## config.mk

```make
export PLATFORM = sky130hd
export DESIGN_NAME = rtc_calendar_counter
export DESIGN_NICKNAME = d
export VERILOG_FILES = /design/src/design/rtc_pkg.sv /design/src/design/rtc_calendar_counter.sv /design/src/design/rtc_calc.sv
export SDC_FILE = /design/constraint.sdc
export NUM_CORES = 1
export LEC_CHECK = 0
export BUFFER_PORTS_ARGS = -buffer_cell sky130_fd_sc_hd__buf_2
export CORE_MARGIN = 8
export CORE_UTILIZATION = 35
export CTS_CLUSTER_DIAMETER = 40
export DETAILED_ROUTE_END_ITERATION = 10
export HOLD_SLACK_MARGIN = 0.08
export PLACE_DENSITY = 0.54
export SETUP_SLACK_MARGIN = 0.15
export SYNTH_ARGS = -nofsm -noshare
export SYNTH_HDL_FRONTEND = slang
export SYNTH_SLANG_ARGS = --single-unit
```

## constraint.sdc

```tcl
create_clock -name clk -period 9.25 [get_ports clk]
set_clock_uncertainty 0.05 [all_clocks]
set_input_delay 0.925 -clock clk [delete_from_list [all_inputs] [get_ports clk]]
set_output_delay 0.925 -clock clk [all_outputs]
set_load 0.01 [all_outputs]
```

## src/design/rtc_pkg.sv

```systemverilog
// shared types, codes and calendar helpers for the calendar clock
package rtc_pkg;

  localparam int unsigned DATA_W = 48;
  localparam logic [2:0] START_WEEKDAY = 3'd1;

  typedef enum logic {
    OP_TICK = 1'b0,
    OP_SET  = 1'b1
  } op_t;

  typedef enum logic [2:0] {
    ROLL_NONE   = 3'd0,
    ROLL_MINUTE = 3'd1,
    ROLL_HOUR   = 3'd2,
    ROLL_DAY    = 3'd3,
    ROLL_MONTH  = 3'd4,
    ROLL_YEAR   = 3'd5
  } roll_t;

  typedef struct packed {
    logic [13:0] year;
    logic [3:0]  month;
    logic [4:0]  day;
    logic [4:0]  hour;
    logic [5:0]  minute;
    logic [5:0]  second;
    logic [2:0]  weekday;
  } cal_t;

  function automatic logic [4:0] month_len(input logic [3:0] month, input logic [13:0] year);
    logic [4:0] len;
    case (month)
      4'd1, 4'd3, 4'd5, 4'd7, 4'd8, 4'd10, 4'd12: len = 5'd31;
      4'd4, 4'd6, 4'd9, 4'd11:                    len = 5'd30;
      default:                                    len = (year[1:0] == 2'b00) ? 5'd29 : 5'd28;
    endcase
    return len;
  endfunction

endpackage

```

## src/design/rtc_calendar_counter.sv

```systemverilog
// calendar clock top level: input register, calendar state and result register
// path: an accepted input beat goes into the input register, and its result into the result register
// throughput: one beat per cycle while the result channel is not stalled, set by the combinational
// calendar update between the input register and the result register
// reset: time 00:00:00 on 1 January of START_YEAR, weekday START_WEEKDAY, no beats held
module rtc_calendar_counter
  import rtc_pkg::*;
#(
  parameter int START_YEAR = 1900,
  parameter int MAX_YEAR   = 9999
) (
  input  logic              clk,
  input  logic              rst_n,
  input  logic              in_tvalid,
  output logic              in_tready,
  // set_year, set_month, set_day, set_hour, set_minute, set_second, set_weekday, zero pad
  input  logic [DATA_W-1:0] in_tdata,
  // opcode
  input  logic              in_tuser,
  output logic              out_tvalid,
  input  logic              out_tready,
  // year, month, day, hour, minute, second, weekday, rollover_level, zero pad
  output logic [DATA_W-1:0] out_tdata,
  // set_rejected
  output logic              out_tuser
);

  logic  s1_valid_r;
  op_t   s1_op_r;
  cal_t  s1_set_r;
  cal_t  cur_r;
  cal_t  cur_nxt;
  roll_t level;
  logic  rejected;
  logic  s1_adv;
  logic  out_valid_r;
  cal_t  out_cal_r;
  roll_t out_level_r;
  logic  out_rej_r;
  cal_t  in_cal;

  assign s1_adv    = s1_valid_r && (!out_valid_r || out_tready);
  assign in_tready = !s1_valid_r || s1_adv;

  always_comb begin
    in_cal.year    = in_tdata[13:0];
    in_cal.month   = in_tdata[17:14];
    in_cal.day     = in_tdata[22:18];
    in_cal.hour    = in_tdata[27:23];
    in_cal.minute  = in_tdata[33:28];
    in_cal.second  = in_tdata[39:34];
    in_cal.weekday = in_tdata[42:40];
  end

  always_ff @(posedge clk) begin
    if (!rst_n) begin
      s1_valid_r <= 1'b0;
    end else if (in_tready) begin
      s1_valid_r <= in_tvalid;
    end
  end

  always_ff @(posedge clk) begin
    if (in_tready && in_tvalid) begin
      s1_op_r  <= op_t'(in_tuser);
      s1_set_r <= in_cal;
    end
  end

  rtc_calc #(
    .START_YEAR(START_YEAR),
    .MAX_YEAR  (MAX_YEAR)
  ) u_calc (
    .op      (s1_op_r),
    .set_val (s1_set_r),
    .cur     (cur_r),
    .cal_nxt (cur_nxt),
    .level   (level),
    .rejected(rejected)
  );

  always_ff @(posedge clk) begin
    if (!rst_n) begin
      cur_r.year    <= 14'(START_YEAR);
      cur_r.month   <= 4'd1;
      cur_r.day     <= 5'd1;
      cur_r.hour    <= 5'd0;
      cur_r.minute  <= 6'd0;
      cur_r.second  <= 6'd0;
      cur_r.weekday <= START_WEEKDAY;
    end else if (s1_adv) begin
      cur_r <= cur_nxt;
    end
  end

  always_ff @(posedge clk) begin
    if (!rst_n) begin
      out_valid_r <= 1'b0;
    end else if (s1_adv) begin
      out_valid_r <= 1'b1;
    end else if (out_tready) begin
      out_valid_r <= 1'b0;
    end
  end

  always_ff @(posedge clk) begin
    if (s1_adv) begin
      out_cal_r   <= cur_nxt;
      out_level_r <= level;
      out_rej_r   <= rejected;
    end
  end

  assign out_tvalid = out_valid_r;
  assign out_tuser  = out_rej_r;
  assign out_tdata  = {2'b00, out_level_r, out_cal_r.weekday, out_cal_r.second,
                       out_cal_r.minute, out_cal_r.hour, out_cal_r.day,
                       out_cal_r.month, out_cal_r.year};

endmodule

```

## src/design/rtc_calc.sv

```systemverilog
// next calendar value for one tick or set beat, with set validation
module rtc_calc
  import rtc_pkg::*;
#(
  parameter int START_YEAR = 1900,
  parameter int MAX_YEAR   = 9999
) (
  input  op_t         op,
  input  cal_t        set_val,
  input  cal_t        cur,
  output cal_t        cal_nxt,
  output roll_t       level,
  output logic        rejected
);

  logic       set_ok;
  logic       sec_wrap, min_wrap, hour_wrap, day_wrap, mon_wrap;
  cal_t       tick_val;
  logic [4:0] cur_len;

  always_comb begin
    set_ok = 1'b1;
    if (set_val.year < 14'(START_YEAR) || set_val.year > 14'(MAX_YEAR)) set_ok = 1'b0;
    if (set_val.month == 4'd0 || set_val.month > 4'd12) set_ok = 1'b0;
    if (set_val.day == 5'd0 || set_val.day > month_len(set_val.month, set_val.year)) set_ok = 1'b0;
    if (set_val.hour > 5'd23 || set_val.minute > 6'd59) set_ok = 1'b0;
    if (set_val.second > 6'd59 || set_val.weekday > 3'd6) set_ok = 1'b0;
  end

  assign cur_len   = month_len(cur.month, cur.year);
  assign sec_wrap  = cur.second >= 6'd59;
  assign min_wrap  = sec_wrap && (cur.minute >= 6'd59);
  assign hour_wrap = min_wrap && (cur.hour >= 5'd23);
  assign day_wrap  = hour_wrap && (cur.day >= cur_len);
  assign mon_wrap  = day_wrap && (cur.month >= 4'd12);

  always_comb begin
    tick_val = cur;
    tick_val.second = sec_wrap ? 6'd0 : cur.second + 6'd1;
    if (sec_wrap) begin
      tick_val.minute = min_wrap ? 6'd0 : cur.minute + 6'd1;
    end
    if (min_wrap) begin
      tick_val.hour = hour_wrap ? 5'd0 : cur.hour + 5'd1;
    end
    if (hour_wrap) begin
      tick_val.day     = day_wrap ? 5'd1 : cur.day + 5'd1;
      tick_val.weekday = (cur.weekday >= 3'd6) ? 3'd0 : cur.weekday + 3'd1;
    end
    if (day_wrap) begin
      tick_val.month = mon_wrap ? 4'd1 : cur.month + 4'd1;
    end
    if (mon_wrap && (cur.year < 14'(MAX_YEAR))) begin
      tick_val.year = cur.year + 14'd1;
    end
  end

  always_comb begin
    cal_nxt  = cur;
    level    = ROLL_NONE;
    rejected = 1'b0;
    case (op)
      OP_TICK: begin
        cal_nxt = tick_val;
        if (mon_wrap)       level = ROLL_YEAR;
        else if (day_wrap)  level = ROLL_MONTH;
        else if (hour_wrap) level = ROLL_DAY;
        else if (min_wrap)  level = ROLL_HOUR;
        else if (sec_wrap)  level = ROLL_MINUTE;
        else                level = ROLL_NONE;
      end
      OP_SET: begin
        if (set_ok) cal_nxt = set_val;
        else rejected = 1'b1;
      end
      default: begin
        cal_nxt = cur;
      end
    endcase
  end

endmodule

```

==> results.yml <==
layout:
  synthToLayoutAreaGrowth_pct: 20.9
  final_common_cell: "buf_2"
  nNetsFinal: 776
  antenna_cells: 0
  stdcell_area_um2: 7830
  layout.cells.most_common_list: "buf_2 (96), edfxtp_1 (91), nand2_1 (81)"
  fillers: 1714
  layout-drive-gt1-share: 0.209
timing:
  finalMaxSlewViolations: 0
  fin_tns_setup_ps: 0
  fin_crit_sh: 0.408
  slew_headroom: 0.220
  final_hold_viol_count: 0
  setup_viol: 0
  fmax_ghz: 0.265
  rsz0062_at_grt: "false"
  max_slew.worst_pin.slew_ps: 1170
  finalCriticalPeriod_ps: 3780
grt:
  grt_pass1_wl_um: 29000
  gr-total-overflow: 0
  first_global_vias: 5298
  grt_use_total: 0.158
  grt_antenna_before_repair: 0
  grt_max_degree: 50
setup_path:
  critPathTopFamily: "simple AND/OR/NAND/NOR gates"
  critPathSlowestCell: "nor3_1"
  cpMostUsedCell: "nand3_1"
  arrival_ps: 3880
  crit_buf_inv: 0
  path_cells: "ha_1 -> o2111ai_1 -> nor3_1 -> and4_1 -> nand3_1 -> or3_1 -> nand3_1 -> nand2_1"
  critPathMaxFanout: 14
  cp_data_required_time_ps: 9350
  critPathLaunchType: "flip-flop"
  path_class: "flip-flop to flip-flop"
  slowest_delay_ps: 690
  end_kind: "flip-flop"
hold_path:
  hp-class: "flip-flop to flip-flop"
power_and_ir_drop:
  p_leak_nw: 3.04
  peakVddDrop_uv: 128
  cellPowerDensity_nw_per_um2: 207
detailed_routing:
  postRouteAntennaNets: 0
  drc_errors: 0
  vias: 5447
  finalWirelength_um: 18300
  routed_via_density: 5.73
  wl_per_cell_um: 19.3
  drtPass1Iterations: 8
  drt-initial-drc-count: 492
placement:
  dpl-instance-area_um2: 7150
  dp_hpwl_um: 12600
  place_congestion: 0.867
  io_buffers: 96
floorplan:
  die_y_um: 152
  ios: 104
  die_x_um: 152
  dieArea_um2: 23100
  rows: 49
  fp.coreArea_um2: 18100
  start_util: 0.358
logic_synthesis:
  syn_inst: 619
  synth.distinct_cells: 67
  synthFlopType: "edfxtp_1"
  ys_seq_area_frac: 0.561
  ys_ff_latch: 136
  synth_warnings: 0
  synth_enable_flop_cells: 91
  syn_area_per_cell_um2: 10.5
  synth_area_um2: 6480
  ys_async_sr_fraction: 0
clock_network:
  clk_latency_ps: 430
  cts_sinks: 136
  h-tree-depth: 4
  hold_buffers: 0
  postCtsSetupBuffers: 0
  cts_buffer_depth: 2
  cts_tree: "yes"
  numCtsBuffers: 17
  cts-root-buf: "clkbuf_16"
  cts-resized-gates: 0
  clkTransAtPathRegs_ps: 60
job:
  drv_cap: 0
run_status:
  status: "finished, final reports clean"
==> where the power goes <==
part	leakage, nW	internal, mW	switching, mW	total (mW)
Clock	0.328	0.516	0.267	0.783
Combinational	1.49	0.0488	0.0834	0.132
Sequential	1.22	0.685	0.0238	0.709
==> layout make-up <==
type / instances / area, µm² / area share
Clock inverter: 14 / 244 / 0.0312
Clock buffer: 18 / 439 / 0.0561
Inverter: 14 / 52.6 / 0.00671
Tap cell: 229 / 287 / 0.0366
Timing Repair Buffer: 100 / 510 / 0.0652
Sequential cell: 136 / 3630 / 0.464
Multi-Input combinational cell: 439 / 2660 / 0.340
==> flip-flops by register name, indices dropped and copies added (netlist names) <==
register,count
cur_r,43
out_level_r,3
out_tdata,43
out_tuser,1
out_tvalid,1
s1_op_r,1
s1_set_r,43
s1_valid_r,1
==> worst reg2reg max path, stage by stage, from the launching register on <==
cell	delay (ps)
dfxtp_1	420
ha_1	320
o2111ai_1	360
nor3_1	690
and4_1	660
nand3_1	350
or3_1	430
nand3_1	120
nand2_1	110
==> worst paths after layout <==
| check | to | startpoint | slack [ps] | cells past startpoint |
|---|---|---|---|---|
| max | out_tdata[12] | cur_r[3] | 5470 | 8 |
| min | cur_r[10] | cur_r[10] | 480 | 2 |
| max reg2reg | out_tdata[12] | cur_r[3] | 5470 | 8 |
| min reg2reg | cur_r[10] | cur_r[10] | 480 | 2 |
==> cell usage after synthesis (4+ instances only) <==
cell,number,area share
edfxtp_1,91,0.42
nand2_1,81,0.047
o21ai_0,46,0.036
dfxtp_1,45,0.14
a21oi_1,40,0.031
nor2_1,37,0.021
nand3_1,29,0.022
clkbuf_1,23,0.013
nor3_1,16,0.012
ha_1,15,0.029
a31oi_1,13,0.013
and3_1,13,0.013
inv_1,13,0.0075
a21o_1,11,0.013
o211ai_1,10,0.012
a221o_1,7,0.011
nand2b_1,7,0.0068
nand4_1,7,0.0068
o31ai_1,7,0.0081
a211oi_1,6,0.0070
nor4_1,6,0.0058
o21ba_2,6,0.0093
o2bb2ai_1,6,0.0081
and2_1,5,0.0048
buf_2,5,0.0039
mux2i_1,4,0.0062
nor2b_1,4,0.0039
or4_1,4,0.0046
==> layer usage <==
layer  vias up  global-route usage  routed length (µm)
li1       2545                   -                   -
met1      2626               0.209                8310
met2       251               0.249                8560
met3        25              0.0323                1100
met4         0              0.0614                 335
met5         -                   0                   0
==> cells by family (layout without fill, tap and decap cells) <==
| kind of cell | count (synthesis) | after routing | synth area share |
|---|---|---|---|
| fa+ha+maj | 15 | 15 | 0.0290 |
| other cells | 1 | 2 | 0.000579 |
| buf+inv | 45 | 146 | 0.0294 |
| xor+xnor | 1 | 1 | 0.00135 |
| flops | 136 | 136 | 0.561 |
| mux | 7 | 7 | 0.0114 |
| compound gates | 188 | 188 | 0.197 |
| simple gates | 226 | 226 | 0.170 |
==> stage by stage <==
stage | worst slack (ps) | cells | hold slack (ps) | total power, mW | util
after floorplan | 5640 | 620 | 416 | 0.797 | -
after global placement | 5120 | 918 | 454 | 0.849 | 0.395
after detailed placement | 5070 | 918 | 459 | 0.853 | 0.395
after CTS | 5500 | 950 | 475 | 1.64 | 0.433
after global routing | 5230 | 950 | 500 | 1.68 | 0.433
final | 5470 | 950 | 475 | 1.62 | 0.433
No activity file was read; power rests on OpenSTA's default activity.
